File: src/hdl/prw_pkg.sv
// shared types and constants of the packet reorder window
package prw_pkg;

  localparam int WINDOW = 64;
  localparam int NSLOTS = 64;
  localparam int SLOT_W = 6;
  localparam int SEQ_W = 16;
  localparam int HANDLE_W = 32;
  localparam int ACK_W = 64;
  localparam int STATUS_W = 3;

  localparam int QDEPTH = 2;
  localparam int QPTR_W = 1;
  localparam int QCNT_W = QPTR_W + 1;

  localparam logic FUNC_INIT = 1'b0;

  localparam logic [STATUS_W-1:0] ST_DELIVERED = 3'd0;
  localparam logic [STATUS_W-1:0] ST_HELD      = 3'd1;
  localparam logic [STATUS_W-1:0] ST_OUTWIN    = 3'd2;
  localparam logic [STATUS_W-1:0] ST_DUP       = 3'd3;
  localparam logic [STATUS_W-1:0] ST_CONFLICT  = 3'd4;
  localparam logic [STATUS_W-1:0] ST_INIT      = 3'd5;

  typedef struct packed {
    logic                is_init;
    logic [SEQ_W-1:0]    seqno;
    logic [HANDLE_W-1:0] handle;
    logic [SLOT_W-1:0]   slot;
  } cmd_t;

  typedef struct packed {
    logic full;
    logic empty;
  } q_status_t;

endpackage

File: src/hdl/prw_front.sv
// intake stage: takes input transfers and decodes them into commands
module prw_front import prw_pkg::*; (
  input  logic                clk,
  input  logic                rst,
  input  logic                in_valid,
  output logic                in_stall,
  input  logic                func,
  input  logic [SEQ_W-1:0]    seqno,
  input  logic [HANDLE_W-1:0] packet_handle,
  input  q_status_t           qstat,
  output logic                push,
  output cmd_t                push_cmd
);

  logic hold;
  logic take;

  assign in_stall = hold && qstat.full;
  assign take     = in_valid && !in_stall;
  assign push     = hold && !qstat.full;

  always_ff @(posedge clk) begin
    if (rst) begin
      hold <= 1'b0;
    end else if (take) begin
      hold <= 1'b1;
    end else if (push) begin
      hold <= 1'b0;
    end
  end

  // slot index is the low sequence bits whatever the window size
  always_ff @(posedge clk) begin
    if (take) begin
      push_cmd.is_init <= (func == FUNC_INIT);
      push_cmd.seqno   <= seqno;
      push_cmd.handle  <= packet_handle;
      push_cmd.slot    <= seqno[SLOT_W-1:0];
    end
  end

endmodule

File: src/hdl/prw_queue.sv
// short command queue between intake and release engine
module prw_queue import prw_pkg::*; (
  input  logic      clk,
  input  logic      rst,
  input  logic      push,
  input  cmd_t      push_cmd,
  input  logic      pop,
  output cmd_t      head,
  output q_status_t qstat
);

  cmd_t              entries [QDEPTH];
  logic [QPTR_W-1:0] wr_ptr;
  logic [QPTR_W-1:0] rd_ptr;
  logic [QCNT_W-1:0] count;

  assign head        = entries[rd_ptr];
  assign qstat.full  = (count == QCNT_W'(QDEPTH));
  assign qstat.empty = (count == '0);

  always_ff @(posedge clk) begin
    if (rst) begin
      wr_ptr <= '0;
      rd_ptr <= '0;
      count  <= '0;
    end else begin
      if (push) begin
        wr_ptr <= wr_ptr + 1'b1;
      end
      if (pop) begin
        rd_ptr <= rd_ptr + 1'b1;
      end
      if (push && !pop) begin
        count <= count + 1'b1;
      end else if (pop && !push) begin
        count <= count - 1'b1;
      end
    end
  end

  always_ff @(posedge clk) begin
    if (push) begin
      entries[wr_ptr] <= push_cmd;
    end
  end

endmodule

File: src/hdl/prw_engine.sv
// release engine: window state, slot store, in-order release walk, output register
module prw_engine import prw_pkg::*; (
  input  logic                clk,
  input  logic                rst,
  input  cmd_t                q_cmd,
  input  q_status_t           qstat,
  output logic                pop,
  output logic                out_valid,
  input  logic                out_stall,
  output logic [STATUS_W-1:0] status,
  output logic [SEQ_W-1:0]    out_seqno,
  output logic [HANDLE_W-1:0] out_handle,
  output logic                last,
  output logic [ACK_W-1:0]    ack_mask_out,
  output logic [SEQ_W-1:0]    ack_base_out
);

  localparam logic [1:0] S_IDLE = 2'd0;
  localparam logic [1:0] S_DUP  = 2'd1;
  localparam logic [1:0] S_WALK = 2'd2;
  localparam logic [1:0] S_EMIT = 2'd3;

  logic [1:0]          state;
  logic [1:0]          state_next;
  logic [NSLOTS-1:0]   slot_valid;
  logic [HANDLE_W-1:0] slot_mem [NSLOTS];
  logic [HANDLE_W-1:0] rd_data;
  logic [SLOT_W-1:0]   rd_addr;
  logic                rd_en;
  logic [SEQ_W-1:0]    next_expected;
  logic [SEQ_W-1:0]    next_expected_next;
  logic [SEQ_W-1:0]    ack_base;
  logic [SEQ_W-1:0]    ack_base_next;
  logic [ACK_W-1:0]    ack_bits;
  logic [ACK_W-1:0]    ack_bits_next;
  cmd_t                cmd;
  logic [SEQ_W-1:0]    del_seq;

  logic                out_free;
  logic [SEQ_W-1:0]    seq_off;
  logic                in_win;
  logic [SLOT_W-1:0]   ack_pos;
  logic [SLOT_W-1:0]   pos;
  logic                pos_valid;
  logic                store;
  logic                release_slot;
  logic                emit;
  logic [STATUS_W-1:0] e_status;
  logic [SEQ_W-1:0]    e_seq;
  logic [HANDLE_W-1:0] e_handle;
  logic                e_last;

  assign out_free  = !out_valid || !out_stall;
  assign pop       = (state == S_IDLE) && !qstat.empty && out_free;
  assign seq_off   = q_cmd.seqno - next_expected;
  assign in_win    = (seq_off < SEQ_W'(WINDOW));
  assign ack_pos   = q_cmd.slot - ack_base[SLOT_W-1:0];
  assign pos       = next_expected[SLOT_W-1:0];
  assign pos_valid = slot_valid[pos];
  assign rd_en     = (state == S_IDLE) || (state == S_WALK);
  assign rd_addr   = (state == S_IDLE) ? q_cmd.slot : pos;

  always_comb begin
    state_next         = state;
    next_expected_next = next_expected;
    ack_base_next      = ack_base;
    ack_bits_next      = ack_bits;
    store              = 1'b0;
    release_slot       = 1'b0;
    emit               = 1'b0;
    e_status           = ST_HELD;
    e_seq              = cmd.seqno;
    e_handle           = cmd.handle;
    e_last             = 1'b1;
    case (state)
      S_IDLE: begin
        if (pop) begin
          if (q_cmd.is_init) begin
            next_expected_next = q_cmd.seqno;
            ack_base_next      = q_cmd.seqno - 16'd1;
            ack_bits_next      = ACK_W'(1);
            emit               = 1'b1;
            e_status           = ST_INIT;
            e_seq              = q_cmd.seqno;
            e_handle           = '0;
          end else if (!in_win) begin
            emit     = 1'b1;
            e_status = ST_OUTWIN;
            e_seq    = q_cmd.seqno;
            e_handle = q_cmd.handle;
          end else if (slot_valid[q_cmd.slot]) begin
            // stored handle comes out of the slot memory next cycle
            state_next = S_DUP;
          end else begin
            store         = 1'b1;
            ack_bits_next = ack_bits | (ACK_W'(1) << ack_pos);
            state_next    = S_WALK;
          end
        end
      end
      S_DUP: begin
        if (out_free) begin
          emit       = 1'b1;
          e_status   = (rd_data == cmd.handle) ? ST_DUP : ST_CONFLICT;
          state_next = S_IDLE;
        end
      end
      S_WALK: begin
        if (pos_valid) begin
          release_slot       = 1'b1;
          next_expected_next = next_expected + 16'd1;
          state_next         = S_EMIT;
        end else if (out_free) begin
          // nothing releasable right after the store
          emit       = 1'b1;
          e_status   = ST_HELD;
          state_next = S_IDLE;
        end
      end
      S_EMIT: begin
        if (out_free) begin
          emit       = 1'b1;
          e_status   = ST_DELIVERED;
          e_seq      = del_seq;
          e_handle   = rd_data;
          e_last     = !pos_valid;
          state_next = pos_valid ? S_WALK : S_IDLE;
        end
      end
      default: begin
        state_next = S_IDLE;
      end
    endcase
  end

  always_ff @(posedge clk) begin
    if (rst) begin
      state         <= S_IDLE;
      slot_valid    <= '0;
      next_expected <= '0;
      ack_base      <= '0;
      ack_bits      <= '0;
      out_valid     <= 1'b0;
    end else begin
      state         <= state_next;
      next_expected <= next_expected_next;
      ack_base      <= ack_base_next;
      ack_bits      <= ack_bits_next;
      if (store) begin
        slot_valid[q_cmd.slot] <= 1'b1;
      end
      if (release_slot) begin
        slot_valid[pos] <= 1'b0;
      end
      if (emit) begin
        out_valid <= 1'b1;
      end else if (!out_stall) begin
        out_valid <= 1'b0;
      end
    end
  end

  always_ff @(posedge clk) begin
    if (pop) begin
      cmd <= q_cmd;
    end
    if (release_slot) begin
      del_seq <= next_expected;
    end
    if (emit) begin
      status       <= e_status;
      out_seqno    <= e_seq;
      out_handle   <= e_handle;
      last         <= e_last;
      ack_mask_out <= ack_bits_next;
      ack_base_out <= ack_base_next;
    end
  end

  // slot handle memory, one write and one registered read port
  always_ff @(posedge clk) begin
    if (store) begin
      slot_mem[q_cmd.slot] <= q_cmd.handle;
    end
    if (rd_en) begin
      rd_data <= slot_mem[rd_addr];
    end
  end

  a_emit_seq: assert property (@(posedge clk) disable iff (rst)
    (state == S_EMIT) |-> (del_seq + 16'd1 == next_expected))
    else $error("delivered seqno out of step with next expected");

  a_emit_freed: assert property (@(posedge clk) disable iff (rst)
    (state == S_EMIT) |-> !slot_valid[del_seq[SLOT_W-1:0]])
    else $error("delivered slot still marked valid");

  a_store_walk: assert property (@(posedge clk) disable iff (rst)
    store |=> (state == S_WALK) && slot_valid[$past(q_cmd.slot)])
    else $error("store not followed by release walk");

  a_dup_valid: assert property (@(posedge clk) disable iff (rst)
    (state == S_DUP) |-> slot_valid[cmd.slot])
    else $error("duplicate check on a free slot");

endmodule

File: src/hdl/packet_reorder_window_top.sv
// top level of the packet reorder window
//
// receive-side reorder window for 16-bit sequence-numbered packets
// input channel: in_valid/in_stall, transfer carries func, seqno, packet_handle
//   func 0 re-arms the window at seqno, func 1 is a data packet
// output channel: out_valid/out_stall, one transfer per result, last marks
//   the final result of an input item; ack mask/base reflect the whole item
// an intake register feeds a two-entry command queue; the release engine
//   behind it owns all window state and one output register
// path when idle: the intake register, the queue, the engine, then the output
//   register; after S_IDLE a duplicate passes S_DUP (slot memory read), a held
//   item S_WALK, and in-order deliveries S_WALK then S_EMIT for each release
//   (one memory read per release); init and out of window need S_IDLE only
// a new input is taken while the engine walks until the queue and intake are full
// reset clears all slot valid bits, next expected, ack base and ack mask at
//   once; the slot handle memory is not cleared and needs no clearing pass
// when the receiver stalls the result holds, the engine waits, the queue
//   fills and in_stall rises
module packet_reorder_window_top import prw_pkg::*; (
  input  logic                clk,
  input  logic                rst,
  input  logic                in_valid,
  output logic                in_stall,
  input  logic                func,
  input  logic [SEQ_W-1:0]    seqno,
  input  logic [HANDLE_W-1:0] packet_handle,
  output logic                out_valid,
  input  logic                out_stall,
  output logic [STATUS_W-1:0] status,
  output logic [SEQ_W-1:0]    out_seqno,
  output logic [HANDLE_W-1:0] out_handle,
  output logic                last,
  output logic [ACK_W-1:0]    ack_mask_out,
  output logic [SEQ_W-1:0]    ack_base_out
);

  logic      push;
  cmd_t      push_cmd;
  logic      pop;
  cmd_t      q_cmd;
  q_status_t qstat;

  // intake register and decode
  prw_front u_front (
    .clk           (clk),
    .rst           (rst),
    .in_valid      (in_valid),
    .in_stall      (in_stall),
    .func          (func),
    .seqno         (seqno),
    .packet_handle (packet_handle),
    .qstat         (qstat),
    .push          (push),
    .push_cmd      (push_cmd)
  );

  // decouples intake from the release walk
  prw_queue u_queue (
    .clk      (clk),
    .rst      (rst),
    .push     (push),
    .push_cmd (push_cmd),
    .pop      (pop),
    .head     (q_cmd),
    .qstat    (qstat)
  );

  // window state, classification and in-order release
  prw_engine u_engine (
    .clk          (clk),
    .rst          (rst),
    .q_cmd        (q_cmd),
    .qstat        (qstat),
    .pop          (pop),
    .out_valid    (out_valid),
    .out_stall    (out_stall),
    .status       (status),
    .out_seqno    (out_seqno),
    .out_handle   (out_handle),
    .last         (last),
    .ack_mask_out (ack_mask_out),
    .ack_base_out (ack_base_out)
  );

endmodule
File: config.mk
export PLATFORM = sky130hd
export DESIGN_NAME = packet_reorder_window_top
export DESIGN_NICKNAME = d
export VERILOG_FILES = /design/src/hdl/prw_pkg.sv /design/src/hdl/prw_front.sv /design/src/hdl/prw_queue.sv /design/src/hdl/prw_engine.sv /design/src/hdl/packet_reorder_window_top.sv
export SDC_FILE = /design/constraint.sdc
export NUM_CORES = 2
export LEC_CHECK = 0
export BUFFER_PORTS_ARGS = -buffer_cell sky130_fd_sc_hd__buf_4
export CAP_MARGIN = 0
export CORE_AREA = 2 2 416 418
export CTS_BUF_LIST = sky130_fd_sc_hd__clkbuf_4 sky130_fd_sc_hd__clkbuf_8 sky130_fd_sc_hd__clkbuf_16
export DETAILED_ROUTE_END_ITERATION = 7
export DIE_AREA = 0 0 418 420
export GPL_TIMING_DRIVEN = 1
export PLACE_DENSITY = 0.76
export RECOVER_POWER = 100
export SLEW_MARGIN = 40
export SYNTH_ARGS = -nofsm -noshare
export SYNTH_HDL_FRONTEND = slang
export SYNTH_HIERARCHICAL = 1
export SYNTH_SLANG_ARGS = --single-unit
File: constraint.sdc
create_clock -name clk -period 22.9 [get_ports clk]
set_input_delay 0 -clock clk [delete_from_list [all_inputs] [get_ports clk]]
set_output_delay 0 -clock clk [all_outputs]
set_load 0.005 [all_outputs]
==> metrics.txt <==
# port buffers=about 190; Antenna Nets Post-Route=0; root buf cell=clkbuf_16; Slew Limit Fails=between 4000 and 5000; largest net degree at the start of global routing=133; Wirelength per Cell=approximately 34 microns; power share of the clock group=slightly above 30%; die area=approximately 0.18 sq mm; cts bufs inserted=between 200 and 250; synth unique cells=between 80 and 90; HP Class=in -> reg; combinational share of power=a little over a fifth; critical path startpoint category=register; Final Critical Period=between 10000 and 15000 ps; Req. time, crit path=23640 ps; crit share post-route=59.8%; final worst slack=a little over 9000 ps; Worst Path Max Fanout=63; crit-path most repeated cell=clkbuf_1; Rows=about 150; Initial Util=59.7%; GRT Util Overall=roughly 33%; power density cells=111 mW/mm^2; Pint=8.92 mW; Residual DRC=0; Worst path max stage delay=approximately 2600 ps; actual slew at the worst max-slew pin=just over 4000 ps; fin cells=approximately 8500; sequential power share=47.1%; initial antenna violation count=12; Worst-Skew Late Latency=910 ps; most frequent cells in the layout=2435 x edfxtp_1, 691 x nand2_1, 533 x mux4_2; Synth Area per Inst=~18 sq um; Max-Cap Viols=115; failing checks=max-capacitance violations, max-slew violations; Clock Skew=approximately 80 ps; Achievable Freq=approximately 0.073 GHz; Post-Synthesis Cells=around 5600; die extent in y=around 420 microns; share of cells above drive strength 1=20.0%; hold_sp=rst; syn_nets=5718; fillers=about 11000; leading area contributor after synthesis=edfxtp_1; n_diodes=0; reg2reg setup slack=about 9200 ps; Hold Path End=u_engine/ack_base[15]; Placed Cells=roughly 7900; GRT Residual Overflow=0; Net Sw Frac=30.0%; Chip Width=between 400 and 500 microns; final setup vio count=0; Worst EP arrival=14440 ps; Synth async-reset ratio=0%; critical path type=reg -> reg; Mapped Area=around 0.10 sq mm; CP max stage cell=clkbuf_1; Setup Fix Bufs, Post-CTS=0; Synth Register Bits=roughly 2600; Synth top area share=between 70% and 80%; endpoint class of the critical path=register; Psw=3.83 mW; Reg clk slew, reported paths=70 ps; H-tree Lvls=4; WHS Path Cells=3; Max-slew headroom=-176%; setup total negative slack=0 ps; Initial DRC Count=9768; clk sink count=2604; static leakage=37.1 nW; TritonCTS clock tree=done; core area=between 0.15 and 0.2 sq mm; worst-path cell chain=clkbuf_1 -> mux2_1 -> nand2_1 -> o21ai_0 -> clkbuf_1 -> buf_6 -> clkbuf_1 -> buf_6 -> mux4_2 -> nand2_1 -> and3_1 -> a311oi_1 -> a311oi_1 -> a21oi_1; layout overhead on the synthesized area=12.8%; FF-to-FF End=u_engine/rd_data[23]; Yosys Warn Count=6; status=complete, but fails checks; Vias=58400; leading post-synthesis cells by cell area=edfxtp_1 72%, mux4_2 12%, dfxtp_1 3.3%; Via density=~7; Post-DP HPWL=between 150 and 200 mm; 1st-pass router iterations=6; Top FF cell, synth=edfxtp_1; reg2reg path depth=14; Util after Layout=between 60% and 70%; setup slack at placement=between 15000 and 20000 ps; DRT Wirelength=~290 mm; sequential area share after synthesis=75.0%; Post-synth EDFFs=approximately 2400; vias in the first global route=around 57000; clock buffer depth=3; most common cell after layout, fill and taps aside=edfxtp_1; maximum vdd ir drop=between 0.09 and 0.1 mV; first-pass GRT wire length=about 410 mm; RSZ-0062 raised after global routing=no; final hold violations=0; Placer Congestion=around 0.9; # IOs=187; Final nets=roughly 6100
==> power by group through the flow <==
stage	registers, mW	clock network (mW)	logic (mW)
floorplan	5.94	0	1.62
global placement	6.02	0	2.64
detailed placement	6.02	0	2.72
CTS	5.92	4.00	2.76
global route	6.02	4.18	2.91
finish	6.00	3.98	2.76
==> layer usage <==
metal  share of wire (%)  GRT usage (%)  vias to the layer above  wire length (microns)
li1                    -              -                    23300                      -
met1                  35           44.5                    29700                  99500
met2                  46           50.2                     4617                 132000
met3                  14           8.61                      741                  39300
met4                 5.4           15.5                       12                  15500
met5               0.025              0                        -                     71
==> cell usage after synthesis, types with 11 or more instances <==
cell / count
nand4_1: 12
nand2_1: 691
xor2_1: 45
a21oi_1: 170
o21a_1: 68
nor3b_1: 11
and2_1: 40
a22oi_1: 29
buf_2: 84
ha_1: 26
and3_1: 90
dfxtp_1: 169
mux2i_1: 13
buf_4: 20
nor3_1: 25
nand3_1: 164
mux2_2: 58
a31oi_1: 49
buf_1: 48
inv_1: 33
a221o_1: 17
mux4_2: 533
nor2_1: 183
xnor2_1: 19
nor4_1: 14
a311oi_1: 93
edfxtp_1: 2435
o21ai_0: 162
clkbuf_1: 166
==> what timing repair did <==
| action | in CTS | in global routing |
|---|---|---|
| resized for setup | 0 | 0 |
| endpoints found under the hold margin | 171 | 0 |
| hold buffers | 104 | 0 |
==> cell type report <==
class / count / area [sq um] / area share, %
flip-flops and latches: 2604 / 76500 / 66.4
multi-input cells: 2669 / 24400 / 21.2
clock buffers: 293 / 6450 / 5.60
repair buffers: 478 / 3440 / 2.98
well taps: 2233 / 2790 / 2.43
clock inverters: 158 / 1460 / 1.27
inverters: 39 / 146 / 0.127
==> cells by family (layout without fill, tap and decap cells) <==
logic type               count (synthesis)  count (layout)  synth area share (%)
AO/OA/AOI/OAI                          682             682                  4.34
XOR/XNOR                                64              64                 0.549
adder cells (fa/ha/maj)                 27              27                 0.338
buffers and inverters                  365             968                  1.58
flip-flops                            2604            2604                  75.0
multiplexers                           604             604                  12.5
AND/OR/NAND/NOR                       1292            1292                  5.72
==> worst max path at each step <==
stage,endpoint,cells past startpoint,slack (ps)
2_1_floorplan,u_engine/ack_base_out[0],13,14050
3_3_place_gp,u_engine/rd_data[23],14,15530
3_5_place_dp,u_engine/rd_data[23],14,15660
4_1_cts,u_engine/rd_data[23],14,15650
5_1_grt,u_engine/rd_data[23],14,8620
6_report,u_engine/rd_data[23],14,9200
==> critical path, delay by kind of cell (launching register included) <==
kind | cells | cell delay [ps]
compound gates | 4 | 2110
buf+inv | 5 | 8620
flops | 1 | 350
mux | 2 | 1760
simple gates | 3 | 450
==> metrics by stage <==
stage / hold WS [ps] / power (mW) / instance area, sq um
after floorplan: 69.1 / 7.56 / 102000
after global placement: 179 / 8.66 / 107000
after detailed placement: 179 / 8.75 / 107000
after CTS: 0.631 / 12.7 / 116000
after global routing: 50.8 / 13.1 / 115000
final: 49.4 / 12.7 / 115000
==> sequential cells by signal (all words and copies together), names as in the netlist, 32 cells and up, named ones only <==
signal                 count
u_engine/ack_bits         64
u_engine/ack_mask_out     64
u_engine/cmd              48
u_engine/out_handle       32
u_engine/rd_data          32
u_engine/slot_mem       2048
u_engine/slot_valid       64
u_front/push_cmd          49
u_queue/entries          110
No activity file was read; power rests on OpenSTA's default activity.
